$ cat src/rtl/core/tmsf_pkg.sv
package tmsf_pkg;

  // window geometry
  localparam int WINDOW   = 20;
  localparam int TRIM     = 3;
  localparam int CHANNELS = 4;

  // field widths
  localparam int CH_W     = 2;
  localparam int SAMPLE_W = 16;
  localparam int TDATA_W  = 24;
  localparam int PADDR_W  = 3;
  localparam int PDATA_W  = 32;

  // values left after trimming; a window trimmed to nothing gives zero
  localparam bit HAS_KEPT = (WINDOW > 2 * TRIM);
  localparam int KEPT     = HAS_KEPT ? WINDOW - 2 * TRIM : 1;

  localparam int IDX_W  = $clog2(WINDOW);
  localparam int STEP_W = IDX_W + 1;
  localparam int CNT_W  = $clog2(WINDOW + 1);
  localparam int ADDR_W = $clog2(CHANNELS * WINDOW);

  // sum of the kept values and its reciprocal scaling
  localparam int SUM_W   = SAMPLE_W + $clog2(KEPT);
  localparam int RECIP_W = SUM_W + 1;
  localparam int PROD_W  = SUM_W + RECIP_W;
  localparam longint RECIP = (longint'(1) << SUM_W) / KEPT;

  localparam logic [SAMPLE_W-1:0] VALUE_MASK = 16'hFFFC;

  // register word index (paddr[2])
  localparam logic REG_CALIBRATE = 1'b0;

  typedef logic [SAMPLE_W-1:0] sample_t;

  typedef struct packed {
    logic    ins;
    sample_t ins_data;
    logic    shift;
  } chain_ctrl_t;

  function automatic logic [ADDR_W-1:0] store_base(input logic [CH_W-1:0] ch);
    return ADDR_W'(int'(ch) * WINDOW);
  endfunction

endpackage

$ cat src/rtl/core/tmsf_sort_cell.sv
module tmsf_sort_cell (
  input  logic              clk,
  input  logic              rst,
  input  logic              shift,
  input  logic              in_valid,
  input  tmsf_pkg::sample_t in_data,
  input  logic              nxt_full,
  input  tmsf_pkg::sample_t nxt_data,
  output logic              full,
  output tmsf_pkg::sample_t data,
  output logic              pass_valid,
  output tmsf_pkg::sample_t pass_data
);

  logic in_lower;

  assign in_lower = in_data < data;

  always_ff @(posedge clk) begin
    if (rst) begin
      full       <= 1'b0;
      pass_valid <= 1'b0;
    end else if (shift) begin
      full       <= nxt_full;
      pass_valid <= 1'b0;
    end else if (in_valid) begin
      full       <= 1'b1;
      pass_valid <= full;
    end else begin
      pass_valid <= 1'b0;
    end
  end

  // keep the smaller value, hand the larger one on
  always_ff @(posedge clk) begin
    if (shift) begin
      data <= nxt_data;
    end else if (in_valid) begin
      if (!full || in_lower) begin
        data <= in_data;
      end
      pass_data <= in_lower ? data : in_data;
    end
  end

endmodule

$ cat src/rtl/core/tmsf_sort_chain.sv
module tmsf_sort_chain (
  input  logic                  clk,
  input  logic                  rst,
  input  tmsf_pkg::chain_ctrl_t ctrl,
  output tmsf_pkg::sample_t     head
);
  import tmsf_pkg::*;

  logic [WINDOW-1:0] full;
  logic [WINDOW-1:0] pv;
  sample_t           data [WINDOW];
  sample_t           pd   [WINDOW];

  for (genvar i = 0; i < WINDOW; i++) begin : g_cell
    logic    cv;
    sample_t cd;
    logic    nf;
    sample_t nd;

    if (i == 0) begin : g_first
      assign cv = ctrl.ins;
      assign cd = ctrl.ins_data;
    end else begin : g_mid
      assign cv = pv[i-1];
      assign cd = pd[i-1];
    end

    if (i == WINDOW - 1) begin : g_last
      assign nf = 1'b0;
      assign nd = '0;
    end else begin : g_inner
      assign nf = full[i+1];
      assign nd = data[i+1];
    end

    tmsf_sort_cell u_cell (
      .clk        (clk),
      .rst        (rst),
      .shift      (ctrl.shift),
      .in_valid   (cv),
      .in_data    (cd),
      .nxt_full   (nf),
      .nxt_data   (nd),
      .full       (full[i]),
      .data       (data[i]),
      .pass_valid (pv[i]),
      .pass_data  (pd[i])
    );
  end

  // smallest value sits in the first cell
  assign head = data[0];

endmodule

$ cat src/rtl/core/tmsf_mean_div.sv
module tmsf_mean_div (
  input  logic                         clk,
  input  logic                         rst,
  input  logic                         start,
  input  logic [tmsf_pkg::SUM_W-1:0]   sum,
  output logic                         done,
  output tmsf_pkg::sample_t            mean
);
  import tmsf_pkg::*;

  logic              v1, v2, v3;
  logic [SUM_W-1:0]  sum_q;
  logic [PROD_W-1:0] prod1;
  logic [SUM_W-1:0]  q0;
  logic [SUM_W-1:0]  prod2;
  logic [SUM_W-1:0]  rem;

  assign rem = sum_q - prod2;

  always_ff @(posedge clk) begin
    if (rst) begin
      v1   <= 1'b0;
      v2   <= 1'b0;
      v3   <= 1'b0;
      done <= 1'b0;
    end else begin
      v1   <= start;
      v2   <= v1;
      v3   <= v2;
      done <= v3;
    end
  end

  // reciprocal estimate, at most one short, then one correction step
  always_ff @(posedge clk) begin
    if (start) begin
      sum_q <= sum;
      prod1 <= PROD_W'(sum) * PROD_W'(RECIP);
    end
    if (v1) begin
      q0 <= prod1[SUM_W +: SUM_W];
    end
    if (v2) begin
      prod2 <= SUM_W'(q0 * SUM_W'(KEPT));
    end
    if (v3) begin
      mean <= SAMPLE_W'(q0 + SUM_W'(rem >= SUM_W'(KEPT)));
    end
  end

endmodule

$ cat src/rtl/core/trimmed_mean_sample_filter.sv
// a sample that does not complete a window is written to the store and counted; no item out
// calibration: the raw sample goes via res_value and ST_EMIT into the output register
// a sample that completes a window goes through these steps until its item is shown:
// reads from the store, the sort chain settling, drain with sum and write-back of the kept
// values, reciprocal divide; one item in work at a time
// reset (rst, synchronous): fill counts, calibrate and handshakes cleared; store not cleared
module trimmed_mean_sample_filter (
  input  logic                          clk,
  input  logic                          rst,
  // input items
  input  logic                          s_tvalid,
  output logic                          s_tready,
  input  logic [tmsf_pkg::TDATA_W-1:0]  s_tdata,   // channel[1:0], sample[17:2], zero pad
  // result items
  output logic                          m_tvalid,
  input  logic                          m_tready,
  output logic [tmsf_pkg::TDATA_W-1:0]  m_tdata,   // out_channel[1:0], value[17:2], zero pad
  // register port
  input  logic                          psel,
  input  logic                          penable,
  input  logic                          pwrite,
  input  logic [tmsf_pkg::PADDR_W-1:0]  paddr,
  input  logic [tmsf_pkg::PDATA_W-1:0]  pwdata,
  output logic [tmsf_pkg::PDATA_W-1:0]  prdata,
  output logic                          pready
);
  import tmsf_pkg::*;

  typedef enum logic [2:0] {
    ST_IDLE,
    ST_LOAD,
    ST_SETTLE,
    ST_DRAIN,
    ST_DIVIDE,
    ST_EMIT
  } state_t;

  state_t             state;
  logic               calibrate;
  logic [CNT_W-1:0]   fill_count [2**CH_W];
  logic [CH_W-1:0]    ch_q;
  logic [STEP_W-1:0]  step;
  logic               rd_vld;
  logic [SUM_W-1:0]   sum;
  sample_t            res_value;
  logic               div_start;

  // input fields
  logic [CH_W-1:0]    in_channel;
  sample_t            in_sample;
  logic               in_fire;
  logic               in_ok;
  logic [CNT_W-1:0]   cnt_in;
  logic [CNT_W-1:0]   cnt_inc;
  logic               full_now;

  // sample store, one window per channel
  sample_t            store [CHANNELS*WINDOW];
  logic               mem_we;
  logic [ADDR_W-1:0]  mem_wa;
  sample_t            mem_wd;
  logic [ADDR_W-1:0]  mem_ra;
  sample_t            mem_q;

  chain_ctrl_t        chain_ctrl;
  sample_t            head;
  logic               keep_step;
  logic               div_done;
  sample_t            mean;
  logic               cfg_write;

  assign in_channel = s_tdata[CH_W-1:0];
  assign in_sample  = s_tdata[CH_W +: SAMPLE_W];
  assign s_tready   = (state == ST_IDLE) && !rst;
  assign in_fire    = s_tvalid && s_tready;
  assign in_ok      = int'(in_channel) < CHANNELS;
  assign cnt_in     = fill_count[in_channel];
  assign cnt_inc    = cnt_in + CNT_W'(1);
  assign full_now   = (cnt_inc == CNT_W'(WINDOW));

  // sorted values leave the chain lowest first; the middle ones are kept
  assign keep_step = (step >= STEP_W'(TRIM)) && (step < STEP_W'(WINDOW - TRIM));

  assign cfg_write = psel && penable && pwrite && pready;
  assign pready    = 1'b1;
  assign prdata    = (paddr[2] == REG_CALIBRATE) ? PDATA_W'(calibrate) : '0;

  // store port selection
  always_comb begin
    mem_we = 1'b0;
    mem_wa = store_base(ch_q) + ADDR_W'(step - STEP_W'(TRIM));
    mem_wd = head;
    case (state)
      ST_IDLE: begin
        mem_we = in_fire && !calibrate && in_ok;
        mem_wa = store_base(in_channel) + ADDR_W'(cnt_in);
        mem_wd = in_sample;
      end
      ST_DRAIN: begin
        mem_we = keep_step;
      end
      default: begin
        mem_we = 1'b0;
      end
    endcase
  end

  assign mem_ra = store_base(ch_q) + ADDR_W'(step[IDX_W-1:0]);

  always_ff @(posedge clk) begin
    if (mem_we) begin
      store[mem_wa] <= mem_wd;
    end
    mem_q <= store[mem_ra];
  end

  // the window streams into the chain one value a cycle and comes out sorted
  assign chain_ctrl.ins      = rd_vld;
  assign chain_ctrl.ins_data = mem_q;
  assign chain_ctrl.shift    = (state == ST_DRAIN);

  tmsf_sort_chain u_chain (
    .clk  (clk),
    .rst  (rst),
    .ctrl (chain_ctrl),
    .head (head)
  );

  tmsf_mean_div u_div (
    .clk   (clk),
    .rst   (rst),
    .start (div_start),
    .sum   (sum),
    .done  (div_done),
    .mean  (mean)
  );

  always_ff @(posedge clk) begin
    if (rst) begin
      state     <= ST_IDLE;
      calibrate <= 1'b0;
      rd_vld    <= 1'b0;
      div_start <= 1'b0;
      m_tvalid  <= 1'b0;
      for (int i = 0; i < 2**CH_W; i++) begin
        fill_count[i] <= '0;
      end
    end else begin
      rd_vld    <= (state == ST_LOAD);
      div_start <= 1'b0;

      if (cfg_write && (paddr[2] == REG_CALIBRATE)) begin
        calibrate <= pwdata[0];
      end

      // taken item leaves the output register unless a new one replaces it
      if (m_tvalid && m_tready && (state != ST_EMIT)) begin
        m_tvalid <= 1'b0;
      end

      case (state)
        ST_IDLE: begin
          if (in_fire) begin
            ch_q <= in_channel;
            if (calibrate) begin
              // raw pass-through, store untouched
              res_value <= in_sample;
              state     <= ST_EMIT;
            end else if (in_ok) begin
              if (full_now) begin
                step  <= '0;
                sum   <= '0;
                state <= ST_LOAD;
              end else begin
                fill_count[in_channel] <= cnt_inc;
              end
            end
          end
        end
        ST_LOAD: begin
          if (step == STEP_W'(WINDOW - 1)) begin
            step  <= '0;
            state <= ST_SETTLE;
          end else begin
            step <= step + STEP_W'(1);
          end
        end
        ST_SETTLE: begin
          // last value still rippling down the chain
          if (step == STEP_W'(WINDOW)) begin
            step  <= '0;
            state <= ST_DRAIN;
          end else begin
            step <= step + STEP_W'(1);
          end
        end
        ST_DRAIN: begin
          if (keep_step) begin
            sum <= sum + SUM_W'(head);
          end
          step <= step + STEP_W'(1);
          if (step == STEP_W'(WINDOW - 1)) begin
            div_start <= 1'b1;
            state     <= ST_DIVIDE;
          end
        end
        ST_DIVIDE: begin
          if (div_done) begin
            res_value        <= HAS_KEPT ? (mean & VALUE_MASK) : '0;
            fill_count[ch_q] <= HAS_KEPT ? CNT_W'(KEPT) : '0;
            state            <= ST_EMIT;
          end
        end
        ST_EMIT: begin
          // wait for the output register to free up
          if (!m_tvalid || m_tready) begin
            m_tvalid <= 1'b1;
            m_tdata  <= TDATA_W'({res_value, ch_q});
            state    <= ST_IDLE;
          end
        end
        default: begin
          state <= ST_IDLE;
        end
      endcase
    end
  end

endmodule

$ cat config.mk
export PLATFORM = sky130hd
export DESIGN_NAME = trimmed_mean_sample_filter
export DESIGN_NICKNAME = d
export VERILOG_FILES = /design/src/rtl/core/tmsf_pkg.sv /design/src/rtl/core/tmsf_sort_cell.sv /design/src/rtl/core/tmsf_sort_chain.sv /design/src/rtl/core/tmsf_mean_div.sv /design/src/rtl/core/trimmed_mean_sample_filter.sv
export SDC_FILE = /design/constraint.sdc
export NUM_CORES = 2
export LEC_CHECK = 0
export BUFFER_PORTS_ARGS = -buffer_cell sky130_fd_sc_hd__clkbuf_2
export CAP_MARGIN = 20
export CORE_MARGIN = 5
export CORE_UTILIZATION = 50
export DETAILED_ROUTE_END_ITERATION = 7
export PLACE_DENSITY = 0.65
export SYNTH_ARGS = -nofsm -noshare
export SYNTH_HDL_FRONTEND = slang
export SYNTH_SLANG_ARGS = --single-unit
$ cat constraint.sdc
create_clock -name clk -period 9.7 [get_ports clk]
set_input_delay 1.455 -clock clk [delete_from_list [all_inputs] [get_ports clk]]
set_output_delay 1.455 -clock clk [all_outputs]
set_load 0.005 [all_outputs]
; After elaboration in Yosys (flattened, before gate mapping)
; Memories as Yosys holds them, arrays and structs flattened. A register that Yosys moved wholly into a read port is not among the register bits.
; Index checks and enable logic that the tools add are counted.
; Widths: inputs -> output; s select.
[word_totals]
register_bits = 844
ramBits = 1300
inputBits = 66
word_cells = 506
memories = 2
[classes]
add_sub_neg = 9
mul = 4
order_cmp = 23
eq_ne = 20
n_mux = 166
bitwise = 22
reduce_logical = 163
[mem_list]
columns = memory, depth, width, rd, rd_ports_with_merged_regs, wr, line_no
row1 = store, 80, 16, 1, 1, 1, trimmed_mean_sample_filter.sv:58  ; sample_t store [CHANNELS*WINDOW];
row2 = fill_count, 4, 5, 1, 0, 4, trimmed_mean_sample_filter.sv:40  ; logic [CNT_W-1:0] fill_count [2**CH_W];
[ops]
columns = operator, count
row1 = $mux 16, 80
row2 = $lt 16x16->1, 20
row3 = $mux 20, 4
row4 = $reduce_bool 2->1, 40
row5 = $reduce_and 2->1, 39
row6 = $mux 1, 59
row7 = $reduce_or 3->1, 19
row8 = $pmux 20 s2, 1
row9 = $mul 20x16->36 const B, 1
row10 = $pmux 16 s2, 1
row11 = $mux 6, 5
row12 = $mux 3, 8
row13 = $pmux 6 s4, 1
row14 = $logic_not 1->1, 23
row15 = $not 1->1, 22
row16 = $logic_or 1x1->1, 21
row17 = $add 20x16->20, 1
row18 = $ge 20x4->1 const B, 1
row19 = $sub 20x20->20, 1
row20 = $mul 17x3->19 const B, 1
row21 = $pmux 3 s6, 1
row22 = $add 16x1->16, 1
row23 = $ne 2x2->1 const B, 8
row24 = $add 7x5->7, 2
row25 = other kinds (27), 47

; Longest topological paths before layout
; An unclocked memory read counts as a cell.
[logic_depth]
ltp_word = 12
depth_mapped = 20

; By module
; From an unflattened synthesis, not the netlist that was laid out.
[hier_totals]
hier_cells = 5913
hier_area_um2 = 102041.6
[by_module_without_submodules]
columns = mod, instances, cells_each, area_each_um2, seq_area_each_um2
row1 = trimmed_mean_sample_filter, 1, 2524, 54880.1, 41359.7
row2 = tmsf_sort_cell, 20, 129, 1916.8, 1001.0
row3 = tmsf_mean_div, 1, 808, 8821.0, 2722.6
row4 = tmsf_sort_chain, 1, 1, 3.8, 0.0

; Least setup slack after synthesis
; Ideal clock, no wire load.
[synth_timing]
kind = reg-to-reg
start = register state[1]
end = memory store[0][15] (netlist bit) (data pin)
arrival_time_ns = 4.491
required_ns = 8.874
path_slack_ns = 4.383
path_stages_with_launch = 7
n_path_buf = 4
cell_sequence = dfxtp_1 -> clkbuf_1 -> nor3_1 -> clkbuf_1 -> clkbuf_1 -> clkbuf_1 -> o21ai_0
[synth_via]
elab_chain_cells = 2
[synth_rtl]
columns = item, line_no
row1 = start: declaration, trimmed_mean_sample_filter.sv:38  ; state_t state;
row2 = start signal: assignment, trimmed_mean_sample_filter.sv:140  ; state <= ST_IDLE;
row3 = start signal: assignment, trimmed_mean_sample_filter.sv:168  ; state <= ST_EMIT;
row4 = start signal: assignment, trimmed_mean_sample_filter.sv:173  ; state <= ST_LOAD;
row5 = $logic_not 3->1, trimmed_mean_sample_filter.sv:93  ; case (state)
row6 = $mux 16, trimmed_mean_sample_filter.sv:93
row7 = via mem_wd[15], trimmed_mean_sample_filter.sv:61  ; sample_t mem_wd;
row8 = end: declaration, trimmed_mean_sample_filter.sv:58
; The timed path passes the listed nets, and every way through them passes these cells.

; Worst setup path in the final report
[layout_timing]
start = register sum[8]
end = register u_div.prod1[36] (data pin)
[layout_via]
elab_chain_cells = 1
[layout_rtl]
columns = item, line_no
row1 = start: declaration, trimmed_mean_sample_filter.sv:44  ; logic [SUM_W-1:0] sum;
row2 = start signal: assignment, trimmed_mean_sample_filter.sv:199  ; sum <= sum + SUM_W'(head);
row3 = $mul 20x16->36, tmsf_mean_div.sv:38  ; prod1 <= PROD_W'(sum) * PROD_W'(RECIP);
row4 = end signal: assignment, tmsf_mean_div.sv:38
row5 = end: declaration, tmsf_mean_div.sv:13  ; logic [PROD_W-1:0] prod1;
; Every way passes these cells.
; A chain may end at the register's enable or synchronous reset.

==> results.md <==
Status:
- The flow ran to the end, and the final reports show no timing, DRC or antenna violations.

Worst hold path:
- The worst hold path begins at res_value[15].
- The instance count along the most critical hold path is 0.
- The class of the tightest hold or removal check is reg -> reg.
- The end point of the most critical hold path is m_tdata[17].

Place:
- The worst slack at placement is 3.68 ns.
- Routability-driven placement finished with a final weighted congestion of 0.822.
- In this run, placement finished with an instance count of 9662.
- After legalization and detailed placement, the total HPWL measured 147000 µm.
- Once placement finished, the instance area stood at 0.106 mm².
- The count of buffers added on input and output ports is 47.

Clock tree:
- TritonCTS built the clock tree.
- The clock insertion delay at the later pin of the skew report is 0.87 ns.
- In this run the number of H-tree levels came out at 4.
- No sink is reached through more buffers than the 3 on the longest clock path.
- The count of instances resized after the clock tree is built is 0.
- Clock tree synthesis inserted a total of 215 buffers.
- The number of setup buffers added after CTS is 0.
- For this design, the CTS-stage hold fixing added 0 buffers.
- Clock tree synthesis found a total of 2138 sinks.
- The cell chosen for the clock root is clkbuf_16.
- The clock edge transition at the registers on the reported setup and hold paths is 0.07 ns.

Synthesis:
- By area the synthesized netlist is led by edfxtp_1 60%, mux4_2 9.3%, ha_1 6.1%, nand2_1 2.7%, inv_1 2.0%.
- Counting flops with an async set or reset pin after synthesis yields a share of 0.
- The count of flip-flops with a built-in enable after synthesis is 2056.
- The area share of the leading cell type in the synthesized netlist is 0.604.
- The yosys synthesis warning count is 0.
- The sequential cell area fraction in the yosys report is 0.620.
- The top flip-flop cell by instance count after synthesis is edfxtp_1.
- The synthesized cell area is 0.102 mm².
- The number of unique standard cell types used by synthesis is 74.
- After technology mapping, the gate count stands at 7115.
- The flop and latch count out of synthesis is 2138.
- The leading area contributor after synthesis is edfxtp_1.
- The average instance in the mapped netlist occupies 14.4 µm².

Worst setup path:
- STA classifies the critical path startpoint as a register.
- The critical-path maximum fanout is 6.
- The worst register-to-register path begins at sum[8].
- Data on the critical path is required at its endpoint by 10.30 ns.
- In this run the critical register-to-register path is captured at u_div.prod1[36].
- STA classifies the critical path endpoint as a register.
- Measured in cells, the most critical reg-to-reg path has a length of 19.
- The worst-case register-to-register setup slack is 3.75 ns.
- Data on the critical path arrives at its endpoint at 6.54 ns.
- The critical setup path kind is reg -> reg.

Floorplan:
- The die covers 0.213 mm².
- The number of top-level pins is 125.
- The die is 462 µm wide.
- The initial utilization of the core area, before any placement, comes to 0.501.
- Row generation in the floorplan step produced 166 rows.
- The die height is 462 µm.
- The standard cell core area is 0.204 mm².

Timing:
- Headroom to the max-slew limit came out at 0.255.
- The smallest clock period supported by the final layout is computed as 5.95 ns.
- Dividing the final minimum period by the clock period gives 0.613.
- The final count of pins violating max slew is 0.
- The pin slew with the least headroom to its limit is 1.12 ns.
- The number of setup violations in the final report is 0.
- The final count of hold timing violations was 0.
- Setup repair after global routing left no endpoint under its margin.
- The maximum clock rate is 168 MHz.
- The final setup skew is 0.0642 ns.
- Summed over all failing endpoints, the final setup total negative slack is 0 ns.
- The worst-case setup margin in the final layout is 3.75 ns.

Routing:
- The count of nets left with antenna violations once routing finished came out at 0.
- The per-cell via count in the routed design is 5.91.
- The vias after detailed routing is 59500.
- The first detailed-routing pass ran for 6 iterations.
- The initial detailed-routing violation count is 5659.
- The post-detailed-route wirelength per cell is 23.1 µm.
- The final layout contains routed wiring with a total length of 233000 µm.
- After detailed routing, the number of remaining DRC violations is 0.

GRT:
- The via count of the first global-routing pass is 59900.
- The wire length of the first global-routing pass is 359000 µm.
- In the global route stage, overall resource usage came out at 0.218.
- After global routing the overflow that remains totals 0.
- The number of antenna violations at the first check in global routing was 2.
- The pin count of the biggest net entering global routing is 228.

Power and ir drop:
- The maximum vdd ir drop is 0.181 mV.
- The leakage power is 41.3 nW.
- The power density of the placed cells is 169 mW/mm².

Finish:
- Of the cells placed in the final design, the portion with a size suffix greater than 1 is 0.156.
- The count of non-filler cells in the finished layout is 10100.
- With fillers left out, the area of the finished cells amounts to 0.113 mm².
- For this run, the share of the core covered by cells in the final layout is 0.554.
- The area growth from synthesis to layout is 10.5%.
- Counting the fill cells in the layout gives 16200.
- The number of nets at the end of the flow is 7832.
- In the final layout, flip-flops and latches occupy 0.0634 mm².
- Summing all multi-input logic gate instances after layout gives 0.0355 mm².

Run:
- Max-cap violations in this run came to 0.
[worst max-delay path, stage by stage, from the launching register on]
cell       delay [ns]
edfxtp_1         0.54
ha_1             0.37
inv_1            0.05
fa_1             0.46
fa_1             0.51
inv_1            0.05
fa_1             0.50
inv_1            0.05
fa_1             0.48
inv_1            0.04
ha_1             0.36
nand4_1          0.21
a2111oi_0        0.55
and2_1           0.21
a32oi_1          0.09
a311oi_1         0.50
a41o_1           0.37
o41ai_4          0.10
or4b_1           0.18
o211ai_1         0.08
[logic make-up (layout without fill, tap and decap cells)]
family,Yosys count,after routing,synth area share
compound gates,1261,1261,0.0784
xor+xnor,69,69,0.00591
simple gates,1485,1485,0.0650
fa+ha+maj,573,573,0.0757
flops,2138,2138,0.620
other cells,2,41,0.0000735
mux,654,654,0.118
buf+inv,933,1160,0.0365
[power by group]
part | switching, W | internal (W) | total, W
Combinational | 0.000379 | 0.000173 | 0.000552
Sequential | 0.0000283 | 0.0101 | 0.0102
Clock | 0.00358 | 0.00476 | 0.00833
Total | 0.00398 | 0.0151 | 0.0191
[worst max-delay path by stage]
stage,start,to,slack (ns),cells past startpoint
global route,sum[7],u_div.prod1[36],3.35,19
floorplan,state[1],store[0][15],4.38,6
global placement,sum[8],u_div.prod1[36],3.72,19
finish,sum[8],u_div.prod1[36],3.75,19
detailed placement,sum[8],u_div.prod1[36],3.68,19
CTS,sum[8],u_div.prod1[36],3.72,19
[layer usage]
metal,GRT usage,vias to the layer above,part of all wire
met2,0.364,1763,0.49
met4,0.0677,0,0.032
met5,0,-,0
li1,-,27100,-
met1,0.298,30200,0.42
met3,0.0310,339,0.056
[placed cells by master (no fill, tap or decap), drive strengths merged, types with 166 or more instances in the layout]
master,instances
a21o,173
a21oi,166
clkbuf,332
edfxtp,2056
ha,498
inv,553
mux2,208
mux4,421
nand2,726
nor2,288
o211ai,243
o21ai,409
[cell usage after synthesis, types with 11 or more instances]
library cell and instances:
mux2_2 168, o211ai_1 242, nor2_1 288, o22ai_1 16, o31ai_1 59, buf_4 39
a311oi_1 14, nand2b_1 84, a211oi_1 14, nand2_1 726, dfxtp_1 82, a31oi_1 98
inv_1 547, xor2_1 12, o21a_1 18, mux2i_1 25, nand3_1 77, buf_2 49
and3_1 101, or3_1 15, fa_1 75, a21oi_1 163, nand4_1 21, nor3_1 82
nor4_1 20, edfxtp_1 2056, nor4bb_1 11, ha_1 498, and2_1 14, buf_1 35
mux4_2 421, clkbuf_1 259, xnor2_1 57, a21o_1 172, mux2_1 40, o21ai_0 401
nor2b_1 20
[state kept, by name, summed over array words and instances, names as in the netlist, 2 cells and up]
register                          count
store                              1280
u_chain.g_cell.u_cell.data          320
u_chain.g_cell.u_cell.pass_data     304
fill_count                           20
sum                                  20
u_chain.g_cell.u_cell.full           20
u_chain.g_cell.u_cell.pass_valid     19
u_div.prod2                          19
u_div.sum_q                          19
m_tdata                              18
u_div.prod1                          17
u_div.q0                             17
mem_q                                16
res_value                            16
u_div.mean                           14
step                                  6
state                                 3
ch_q                                  2
[layout make-up]
class / instances / area share
inverter: 549 / 0.0183
clock buffer: 285 / 0.0510
multi-input combinational: 4080 / 0.314
clock inverter: 117 / 0.0119
antenna: 3 / 0.0000665
timing repair buffer: 209 / 0.0137
sequential: 2138 / 0.561
tap: 2688 / 0.0298
[stage by stage]
| step | total power [W] | hold WS, ns |
|---|---|---|
| global placement | 0.0109 | 0.403 |
| floorplan | 0.0107 | 0.400 |
| global route | 0.0197 | 0.427 |
| finish | 0.0191 | 0.420 |
| CTS | 0.0192 | 0.420 |
| detailed placement | 0.0109 | 0.405 |
No activity file was read; power rests on OpenSTA's default activity.
